==> src/rtl/salt_pkg.sv <==
package salt_pkg;
  localparam int NumSets   = 16;
  localparam int NumWays   = 4;
  localparam int LineBytes = 64;
  localparam int SetW      = (NumSets > 1) ? $clog2(NumSets) : 1;
  localparam int OffW      = $clog2(LineBytes);
  localparam int LineW     = 32 - OffW;
  localparam int WayW      = 2;
  localparam int StampW    = 48;
  localparam int QDepth    = 2;

  typedef enum logic [2:0] {
    FUNC_LOOKUP = 3'd0,
    FUNC_FILL   = 3'd1,
    FUNC_INVAL  = 3'd2,
    FUNC_EVICT  = 3'd3,
    FUNC_DIRTY  = 3'd4
  } func_e;

  typedef struct packed {
    logic [2:0]        func;
    logic [LineW-1:0]  line;
    logic [StampW-1:0] now;
    logic              fill_dirty;
  } req_t;

  typedef struct packed {
    logic              hit;
    logic [WayW-1:0]   way;
    logic [StampW-1:0] ready_stamp;
    logic              victim_valid;
    logic              victim_dirty;
    logic [25:0]       victim_line;
    logic [StampW-1:0] victim_stamp;
  } rsp_t;
endpackage

==> src/rtl/salt_front.sv <==
module salt_front import salt_pkg::*; (
  input  logic              clk_i,
  input  logic              rst_ni,
  input  logic              start_i,
  input  logic [2:0]        func_i,
  input  logic [31:0]       addr_i,
  input  logic [StampW-1:0] now_i,
  input  logic              fill_dirty_i,
  input  logic              pop_i,
  output logic              busy_o,
  output logic              q_valid_o,
  output req_t              q_head_o
);
  req_t                q_mem [QDepth];
  logic                wr_ptr_q, rd_ptr_q;
  logic [1:0]          cnt_q;
  logic                push;

  assign busy_o    = (cnt_q == 2'(QDepth));
  assign push      = start_i && !busy_o;
  assign q_valid_o = (cnt_q != 2'd0);
  assign q_head_o  = q_mem[rd_ptr_q];

  always_ff @(posedge clk_i) begin
    if (push) begin
      q_mem[wr_ptr_q] <= '{func: func_i, line: addr_i[31:OffW], now: now_i,
                           fill_dirty: fill_dirty_i};
    end
  end

  always_ff @(posedge clk_i or negedge rst_ni) begin
    if (!rst_ni) begin
      wr_ptr_q <= 1'b0;
      rd_ptr_q <= 1'b0;
      cnt_q    <= 2'd0;
    end else begin
      if (push) wr_ptr_q <= !wr_ptr_q;
      if (pop_i) rd_ptr_q <= !rd_ptr_q;
      cnt_q <= cnt_q + 2'(push) - 2'(pop_i);
    end
  end
endmodule

==> config.mk <==
export PLATFORM = sky130hd
export DESIGN_NAME = salt_front
export DESIGN_NICKNAME = d
export VERILOG_FILES = /design/src/rtl/salt_pkg.sv /design/src/rtl/salt_front.sv
export SDC_FILE = /design/constraint.sdc
export NUM_CORES = 1
export LEC_CHECK = 0
export BUFFER_PORTS_ARGS = -buffer_cell sky130_fd_sc_hd__buf_4
export CAP_MARGIN = 0
export CORE_MARGIN = 4
export CORE_UTILIZATION = 35
export DETAILED_ROUTE_END_ITERATION = 10
export PLACE_DENSITY = 0.55
export REMOVE_ABC_BUFFERS = 1
export SKIP_LAST_GASP = 1
export SYNTH_ARGS = -nofsm -noshare
export SYNTH_HDL_FRONTEND = slang
export SYNTH_SLANG_ARGS = --single-unit
==> constraint.sdc <==
create_clock -name clk_i -period 5.9 [get_ports clk_i]
set_clock_uncertainty 0.05 [all_clocks]
set_input_delay 0 -clock clk_i [delete_from_list [all_inputs] [get_ports clk_i]]
set_output_delay 0 -clock clk_i [all_outputs]
set_load 0.01 [all_outputs]
### Word level (Yosys, flattened, before mapping)

Memories as Yosys holds them, arrays and structs flattened.
Index checks and enable logic that the tools add are counted.

| storage, ports and cells | value |
|---|---|
| memory bits (writable) | 156 |
| word-level logic and storage cells | 14 |
| input port bits | 88 |
| memories kept | 1 |
| register bits | 4 |

Memories:

| name | depth | width | rd ports | clocked after Yosys merged registers in | write ports | RTL line | source |
|---|---|---|---|---|---|---|---|
| q_mem | 2 | 78 | 1 | 0 | 1 | salt_front.sv:14 | `req_t q_mem [QDepth];` |

| cells by class | value |
|---|---|
| reduce and logical (&&, ||, !) cells | 5 |
| add/subtract/negate cells | 2 |
| equality and inequality tests | 1 |
| mux-type cells | 2 |

Operator list:

| operator | count |
|---|---|
| 1-bit zero test | 3 |
| 2-bit by 1-bit adder with 2-bit output | 1 |
| 2-bit == test (second input constant) | 1 |
| 1-bit 2-to-1 mux | 2 |
| 2-bit nonzero test | 1 |
| 2-bit by 1-bit subtractor with 2-bit output | 1 |
| 1-bit logical AND | 1 |

### Depth between registers and ports, before layout

Gate-level depths: netlist (run 1).

| logic depth | value |
|---|---|
| word-level depth | 5 |
| gate-level depth with buffers | 7 |
| depth with buffers taken out | 7 |

### Least setup slack after synthesis (run 1)

Ideal clock, no wire load.

| timing path | value |
|---|---|
| kind | reg-to-reg |
| from | register cnt_q[1] |
| to | memory q_mem[0][0] (netlist bit) (enable) |
| data required time | 5.335 ns |
| setup time | 0.515 ns |
| arrival time | 3.842 ns |
| period minus slack after synthesis | 4.407 ns |
| cell stages (with the launch flop) | 4 |
| path slack | 1.493 ns |
| cells stage by stage | dfrtp_1 -> nand2b_1 -> nand2_1 -> nor2_1 |

| on the way | value |
|---|---|
| cells in the longest elaborated chain, start to end | 5 |

RTL lines:

| item | RTL line | source |
|---|---|---|
| from (decl) | salt_front.sv:16 | `logic [1:0] cnt_q;` |
| from (signal assigned) | salt_front.sv:39 | `cnt_q <= cnt_q + 2'(push) - 2'(pop_i);` |
| 2-bit == test | salt_front.sv:19 | `assign busy_o = (cnt_q == 2'(QDepth));` |
| 1-bit zero test | salt_front.sv:20 | `assign push = start_i && !busy_o;` |
| 1-bit logical AND | salt_front.sv:20 |  |
| 1-bit 2-to-1 mux | salt_front.sv:25 | `if (push) begin` |
| 1-bit 2-to-1 mux (not written as such) | salt_front.sv:26 | `q_mem[wr_ptr_q] <= '{func: func_i, line: addr_i[31:OffW], now: now_i,` |
| to (decl) | salt_front.sv:14 |  |

No other way between the ends.

### Worst setup path in the final report (run 1)

| timing path | value |
|---|---|
| from | register cnt_q[1] |
| to | memory q_mem[0][28] (netlist bit) (enable) |

The elaborated chain is that of the path after synthesis.

==> results of run 1 <==
[through the flow]
stage | cell area, um^2 | total power [mW] | util [%] | std cells | setup WS (ps)
finish | 8660 | 3.87 | 52.6 | 746 | 3310
global route | 8660 | 4.08 | 52.6 | 746 | 3060
CTS | 8660 | 3.94 | 52.6 | 746 | 3180
detailed placement | 7310 | 2.89 | 44.4 | 634 | 3190
global placement | 7310 | 2.88 | 44.4 | 634 | 3200
floorplan | 5790 | 2.34 | - | 251 | 1490
[logic make-up after synthesis]
logic type / after synthesis / synth area share [%]
buffers and inverters: 11 / 1.22
AND/OR/NAND/NOR: 5 / 0.449
XOR/XNOR: 4 / 0.598
flip-flops: 160 / 81.7
adder cells (fa/ha/maj): 2 / 0.427
multiplexers: 78 / 15.6
[synth_stat cells]
cell / instances / area share, %
mux2_4: 10 / 2.6
or2_2: 1 / 0.11
dfrtp_1: 4 / 1.7
inv_1: 2 / 0.13
and3_1: 1 / 0.11
nor2_1: 1 / 0.064
edfxtp_1: 156 / 80
ha_1: 2 / 0.43
xnor2_1: 3 / 0.45
nand2_1: 1 / 0.064
buf_6: 3 / 0.58
buf_2: 6 / 0.51
nand2b_1: 1 / 0.11
mux2_2: 68 / 13
xor2_1: 1 / 0.15
[how the worst max path moves through the flow]
| stage | end | start |
|---|---|---|
| final | q_mem[0][28] | cnt_q[1] |
| after global routing | q_mem[0][49] | cnt_q[0] |
| after CTS | q_mem[0][48] | cnt_q[0] |
| after detailed placement | q_mem[0][41] | cnt_q[0] |
| after global placement | q_mem[0][22] | cnt_q[1] |
| after floorplan | q_mem[0][0] | cnt_q[1] |
[sequential cells by signal, summed over array words and instances, names as in the netlist]
name	count
wr_ptr_q	1
cnt_q	2
q_mem	156
rd_ptr_q	1
[worst max-delay path, cell delays in order, from the launching register on]
cell	delay, ps
dfrtp_1	400
nand2b_1	120
nand2_1	140
nor2_4	840
buf_4	630
[metal layers]
layer	up-vias	global-route usage [%]	wire (um)
met5	-	0	0
met4	0	4.93	182
met3	15	4.42	861
met2	110	21.5	5960
met1	1585	13.7	4420
li1	1533	-	-
[final cells by class]
type	instances	area, um^2	share of cell area, %
clock buffer	18	429	4.96
timing repair buffer	245	2040	23.6
tap	220	275	3.18
multi-input combinational	89	1010	11.7
sequential	160	4790	55.3
clock inverter	12	96.3	1.11
inverter	2	7.51	0.0867
[power by group]
group	switching, mW	internal [mW]
combinational	0.573	0.660
sequential	0.0852	1.56
clock	0.420	0.570
total	1.08	2.79
[repair_timing]
item | in CTS | in global routing
endpoints found under the setup margin | 0 | 0
gates resized for setup | 0 | 0
buffers inserted | 0 | 0
hold buffers | 82 | 0
endpoints found under the hold margin | 163 | 0
==> results.md, run 1 <==
- Clock insertion delay at the later pin of the skew report: 410 ps
- Final Setup Violations: 0
- Hold Crit Class: in -> reg
- Critical-path maximum fanout: 42
- Detailed Route WL: 11.4 mm
- Cells on worst reg2reg path: 4
- Die area: 18,900 um^2
- Max cap viols: 0
- Pwr per Cell Area: 447 nW/um^2
- Std cell rows: 47
- RD Place Congestion: 0.678
- Initial Util: 35.6%
- Mapped Cells: 260
- Initial antenna violation count: 0
- PortBufs: 161
- Share of layout cells above drive strength 1: 51.7%
- WL per Instance: 15.3 um
- Vias per inst: 4.35
- ANT cells: 0
- Vias in the first global route: 3,589
- CTS sink count: 160
- Hold endpoint: q_mem[0][14]
- Die width: 137 um
- Most common cell after layout, fill and taps aside: buf_4
- Most frequent cells in the layout: buf_4, edfxtp_1, dlygate4sd3_1
- Largest net degree at the start of global routing: 79
- Data arrival, critical path: 2590 ps
- GRT Total Usage: 12.3%
- Slew headroom: 25.5%
- Setup TNS: 0 ps
- CTS buffer count: 17
- Data required time of the worst path: 5900 ps
- Residual DRC count: 0
- Capture point of the worst reg-to-reg path: q_mem[0][28]
- Core area: 16,500 um^2
- CTS Root Cell: clkbuf_16
- Post-Synthesis Cell Area: 5860 um^2
- Drt pass-1 iters: 4
- Ys Warns: 0
- Kind of critical path: reg -> reg
- Overflow after GRT: 0
- Setup crit end kind: flip-flop
- WHS: 258 ps
- Hold Violations, Final: 0
- Unrepaired setup endpoints after global routing: no
- Hold path start: now_i[13]
- R2r setup slk: 3310 ps
- Post-Syn Area per Cell: 22.5 um^2
- Worst setup SP type: flip-flop
- Slew Viols, Final: 0
- Status: completed
- Via Count: 3,243
- Worst-margin pin slew: 1120 ps
- CTS tree: done
- # H-tree levels: 4
- Clock buffer depth: 2
- Num ports: 168
- DR iter-0 viols: 86
- Clock-pin slew on the worst setup and hold paths: 60 ps
- Dpl hpwl: 6.91 mm
- Synth cell types: 15
- Filler cell count: 1,395
- R2R Path Start: cnt_q[1]
- Yosys reg bits: 160
- Area Overhead vs Synth: 47.8%
- Final ANT Viol Nets: 0
- First-pass GRT wire length: 17.6 mm
- Final period util: 43.9%
- Peak supply drop: 0.242 mV
- Leakage power: 3.27 nW
- Fmax: 0.386 GHz
- Hold Path Stages: 2
- Sequential share of the synthesized area: 81.7%
- Die Span Y: 137 um
- Min Tclk post-route: 2590 ps
- Total Nets Final: 605
Power figures use the tool's default switching activity.
==> run 2, diff against run 1 <==
==> constraint.sdc (replaced) <==
create_clock -name clk_i -period 2.5 [get_ports clk_i]
set_clock_uncertainty 0.05 [all_clocks]
set_input_delay 0 -clock clk_i [delete_from_list [all_inputs] [get_ports clk_i]]
set_output_delay 0 -clock clk_i [all_outputs]
set_load 0.01 [all_outputs]
==> run 2 against run 1 <==
  * Final cell count is 0.80% higher
  * Critical path depth is 1 lower
  * Non-clock buffer count is 4 higher
  * Critical path type is now reg -> out
==> results.md, run 2 (synthesis results as in run 1) <==
- Final period util: 78.4%
- Largest net degree at the start of global routing: 79
- DR iter-0 viols: 94
- Storage cell area: 4790 um^2
- Die width: 137 um
- Clock insertion delay at the later pin of the skew report: 420 ps
- Largest regs: q_mem (156), cnt_q (2)
- Initial antenna violation count: 0
- Clock-pin slew on the worst setup and hold paths: 60 ps
- Overflow after GRT: 0
- Dpl hpwl: 7.17 mm
- Worst-margin pin slew: 636 ps
- Leakage power: 3.31 nW
- Clock buffer depth: 2
- Slew headroom: 57.6%
- Initial Util: 35.6%
- Data required time of the worst path: 2450 ps
- Detailed Route WL: 11.4 mm
- Data arrival, critical path: 1910 ps
- PortBufs: 161
- Met3 Usage GRT: 4.89%
- Min Tclk post-route: 1960 ps
- Kind of critical path: reg -> out
- CTS sink count: 160
- Total Power: 9.23 mW
- ANT cells: 0
- Post-cts resize count: 0
- Die Span Y: 137 um
- Slew Viols, Final: 0
- Hold Crit Class: in -> reg
- Top reg by flops: q_mem
- Multi-input logic area: 1010 um^2
- Critical-path maximum fanout: 23
- # H-tree levels: 4
- First-pass GRT wire length: 17.8 mm
- Via Count: 3,266
- Most frequent cells in the layout: buf_4, edfxtp_1, dlygate4sd3_1
- CTS buffer count: 17
- Hold Violations, Final: 0
- RD Place Congestion: 0.685
- Setup TNS: 0 ps
- Die area: 18,900 um^2
- Drt pass-1 iters: 4
- Final ANT Viol Nets: 0
- Worst setup SP type: flip-flop
- Hold path start: now_i[13]
- Max cap viols: 0
- Unrepaired setup endpoints after global routing: no
- Met1 Usage GRT: 14.2%
- Most common cell after layout, fill and taps aside: buf_4
- Total Nets Final: 609
- Final Setup Violations: 0
- Status: completed
- Filler cell count: 1,366
- Post-CTS setup buffer count: 0
- M2 GR Usage: 21.3%
- Share of layout cells above drive strength 1: 52.4%
- CTS tree: done
- Std cell rows: 47
- WHS: 252 ps
- Vias per inst: 4.34
- Residual DRC count: 0
- Pwr per Cell Area: 1060 nW/um^2
- # hold bufs at CTS: 82
- Cell Count Post-Placement: 638
- R2R Path Start: cnt_q[1]
- Fmax: 0.510 GHz
- CP Launch Point: rd_ptr_q
- GRT Total Usage: 12.6%
- Vias in the first global route: 3,576
- Peak supply drop: 0.523 mV
- Gr busiest metal: met2
- CTS Root Cell: clkbuf_16
- Setup crit end kind: output port
- Num ports: 168
- Max reg flops: 156
- Core area: 16,500 um^2
- Area Overhead vs Synth: 49.1%
- WL per Instance: 15.2 um
- Final Non-Filler Cells: 752
[run 2: cell type report]
class	count	share of cell area [%]
Sequential cell	160	54.8
Timing Repair Buffer	249	24.0
Multi-Input combinational cell	89	11.6
Clock buffer	18	4.91
Tap cell	220	3.15
Clock inverter	14	1.36
Inverter	2	0.0860
[run 2: worst paths after layout]
check	endpoint	slack, ps	cells after the start
max in group asynchronous	rd_ptr_q	1780	3
min in group asynchronous	wr_ptr_q	430	3
setup / recovery	q_head_o[55]	540	3
hold / removal	q_mem[0][14]	250	2
hold reg to reg	cnt_q[0]	470	1
setup reg to reg	q_mem[0][58]	750	4
[run 2: metal layers]
| layer | part of all wire (%) | up-vias |
|---|---|---|
| li1 | - | 1548 |
| met2 | 52 | 103 |
| met1 | 39 | 1599 |
| met5 | 0 | - |
| met4 | 1.7 | 0 |
| met3 | 7.5 | 16 |
[run 2: report_power, final]
group | switching [mW] | internal [mW]
logic | 1.36 | 1.62
clock network | 1.00 | 1.36
registers | 0.216 | 3.67
total | 2.58 | 6.65
[run 2: worst max-delay path, cell delays in order, from the launching register on]
cell and delay (ps):
dfrtp_4 660, buf_4 300, mux2_2 370, buf_4 140
[run 2: through the flow]
stage | setup slack, ps | instance area [um^2] | utilization (%)
2_1_floorplan | -1910 | 5790 | -
3_3_place_gp | 761 | 7360 | 44.7
3_5_place_dp | 754 | 7360 | 44.7
4_1_cts | 481 | 8730 | 53.0
5_1_grt | 424 | 8730 | 53.0
6_report | 539 | 8730 | 53.0
==> run 3, diff against run 2 <==
--- a/config.mk
+++ b/config.mk
@@ -5,12 +5,13 @@
 export SDC_FILE = /design/constraint.sdc
 export NUM_CORES = 1
 export LEC_CHECK = 0
+export ABC_AREA = 1
 export BUFFER_PORTS_ARGS = -buffer_cell sky130_fd_sc_hd__buf_4
 export CAP_MARGIN = 0
 export CORE_MARGIN = 4
 export CORE_UTILIZATION = 35
 export DETAILED_ROUTE_END_ITERATION = 10
-export PLACE_DENSITY = 0.55
+export PLACE_DENSITY = 0.54
 export REMOVE_ABC_BUFFERS = 1
 export SKIP_LAST_GASP = 1
 export SYNTH_ARGS = -nofsm -noshare
==> constraint.sdc (replaced) <==
create_clock -name clk_i -period 1.85 [get_ports clk_i]
set_clock_uncertainty 0.05 [all_clocks]
set_input_delay 0 -clock clk_i [delete_from_list [all_inputs] [get_ports clk_i]]
set_output_delay 0 -clock clk_i [all_outputs]
set_load 0.01 [all_outputs]
==> run 3 against run 2 <==
  * Utilization increased by 0.90 points
  * Sequential share of layout area is 1.5 points lower
  * Register-to-register slack got worse by 460 ps
  * Sequential power up 34%
  * Critical path depth unchanged
  * Worst hold slack gained 7.9 ps
  * Largest cell class unchanged
  * Highest routed layer unchanged
==> results.md, run 3 <==
- Top_reg_cell synth: edfxtp_1
- Final ANT Viol Nets: 0
- Peak supply drop: 0.706 mV
- Simple-gate share of the synthesized area: 5.76%
- Final period util: 93.0%
- Top-area cell type share of the netlist area: 78.4%
- Clock buffer depth: 2
- Overflow after GRT: 0
- Area Overhead vs Synth: 50.1%
- GRT Total Usage: 13.0%
- RD Place Congestion: 0.726
- WL per Instance: 13.8 um
- Setup crit end kind: output port
- CTS Root Cell: clkbuf_16
- Max reg flops: 156
- Slew Viols, Final: 0
- Most common cell after layout, fill and taps aside: buf_4
- Unrepaired setup endpoints after global routing: no
- CTS buffer count: 17
- Clock-pin slew on the worst setup and hold paths: 60 ps
- Initial antenna violation count: 1
- Status: completed
- Largest regs: q_mem (156), cnt_q (2)
- Largest net degree at the start of global routing: 49
- Fmax: 0.581 GHz
- Ys Warns: 0
- Initial Util: 35.9%
- Top reg by flops: q_mem
- Final Non-Filler Cells: 924
- Wire length on met1: 5.36 mm
- Yosys reg bits: 160
- Final Setup Violations: 0
- DR iter-0 viols: 184
- Share of layout cells above drive strength 1: 28.4%
- Std cell rows: 47
- Die Span Y: 139 um
- Residual DRC count: 0
- Largest family of logic cells by synthesized area: buffers and inverters
- Via Count: 3,918
- Vias per inst: 4.24
- Critical-path maximum fanout: 18
- Post-synthesis mux area share: 0%
- Top cells by area, synth: edfxtp_1, o21ai_0, nand2_1
- Worst setup SP type: flip-flop
- Drt pass-1 iters: 4
- Synth area leader: edfxtp_1
- Clock insertion delay at the later pin of the skew report: 410 ps
- Filler cell count: 1,405
- # H-tree levels: 4
- Vias in the first global route: 3,990
- Pwr per Cell Area: 1460 nW/um^2
- Most common cell in the netlist: edfxtp_1
- Kind of critical path: reg -> out
- First-pass GRT wire length: 19.8 mm
- Most frequent cells in the layout: buf_4, edfxtp_1, nand2_1
- Die width: 139 um
- Detailed Route WL: 12.8 mm
- Post-synth EDFFs: 156
- Met3 WL: 872 um
- Post-Synthesis Cell Area: 5980 um^2
- Min Tclk post-route: 1720 ps
- Total Nets Final: 784
- Dpl hpwl: 8.26 mm
- Compound-Gate Fraction of Synth Area: 6.53%
- Post-Syn Area per Cell: 13.7 um^2
- Mapped Cells: 435
- Post-Synth Adder-Cell Area: 0.419%
- Die area: 19,200 um^2
- CTS tree: done
- PortBufs: 161
- Top sig layer: met4
- WHS: 260 ps
- Post-synth ARST share: 2.50%
- Slew headroom: 76.0%
- Data required time of the worst path: 1800 ps
- Synth cell types: 13
- CTS sink count: 160
- Data arrival, critical path: 1670 ps
- Core area: 16,600 um^2
- Routed wl met2: 6.48 mm
- Max cap viols: 0
- Post-synthesis xor/xnor area fraction: 0.147%
- Leakage power: 3.79 nW
- Synth cell count leaders: edfxtp_1, nand2_1, inv_1
- Num ports: 168
- Hold Violations, Final: 0
- Cell Count Post-Placement: 811
- Hold Crit Class: in -> reg
- Sequential share of the synthesized area: 80.0%
- Worst-margin pin slew: 359 ps
==> run 3: cell count changes after synthesis, moves of 8 or more <==
cell / change
nand2_1: +87
inv_1: +84
o21ai_0: +71
mux2_2: -68
mux2_4: -10
buf_4: +8
==> run 3: path summary, 6_finish.rpt <==
check                           startpoint           end  slack (ps)  cells past startpoint
worst max-delay path              rd_ptr_q  q_head_o[23]         130                      3
worst min-delay path             addr_i[9]  q_mem[0][52]         260                      2
worst max register to register    cnt_q[0]  q_mem[0][22]         290                      5
worst min register to register    wr_ptr_q      wr_ptr_q         430                      2
max in group asynchronous           rst_ni      rd_ptr_q        1060                      3
min in group asynchronous           rst_ni      wr_ptr_q         470                      3
==> run 3: area by class of cell <==
type | instances | area, um^2 | share of cell area [%]
clock inverter | 9 | 144 | 1.60
timing repair buffer | 257 | 2230 | 24.9
inverter | 86 | 324 | 3.61
clock buffer | 19 | 433 | 4.82
tap | 220 | 275 | 3.07
multi-input combinational | 172 | 776 | 8.64
sequential | 160 | 4790 | 53.3
antenna | 1 | 2.50 | 0.0279
==> run 3: critical path, cell delays in order (launching register included) <==
cell,delay (ps)
dfrtp_4,600
buf_4,240
o21ai_0,260
buf_4,170
==> run 3: cells by family (layout without fill, tap and decap cells) <==
| logic type | count (synthesis) | after routing |
|---|---|---|
| AO/OA/AOI/OAI | 78 | 78 |
| buffers and inverters | 103 | 371 |
| other | 0 | 1 |
| XOR/XNOR | 1 | 1 |
| adder cells (fa/ha/maj) | 2 | 2 |
| flip-flops | 160 | 160 |
| AND/OR/NAND/NOR | 91 | 91 |
==> run 3: timing repair <==
item | in CTS | in global routing
hold buffers | 82 | 0
buffers inserted | 1 | 1
endpoints found under the hold margin | 162 | 0
gates resized for setup | 0 | 1
pin swaps | 0 | 0
setup endpoints to repair | 19 | 7
==> run 3: per-layer routing <==
layer	track usage, %	vias up
met1	15.1	1826
met2	21.9	109
met5	0	-
met3	5.45	5
met4	4.12	0
li1	-	1978
==> run 3: power by group <==
group          internal [mW]  leakage (nW)  switching (mW)
logic                   2.03          2.01            2.43
registers               4.94          1.50           0.255
clock network           2.21         0.279            1.23
total                   9.18          3.79            3.92
==> run 3: per-stage QoR <==
step,TNS (ps),instance area (um^2),power [mW],setup slack (ps),utilization [%]
3_5_place_dp,0,7540,9.55,254,45.3
4_1_cts,0,8960,13.3,40.7,53.9
2_1_floorplan,-336670,5880,7.02,-2530,-
5_1_grt,0,8980,13.9,35.8,53.9
3_3_place_gp,0,7540,9.47,258,45.3
6_report,0,8980,13.1,130,53.9
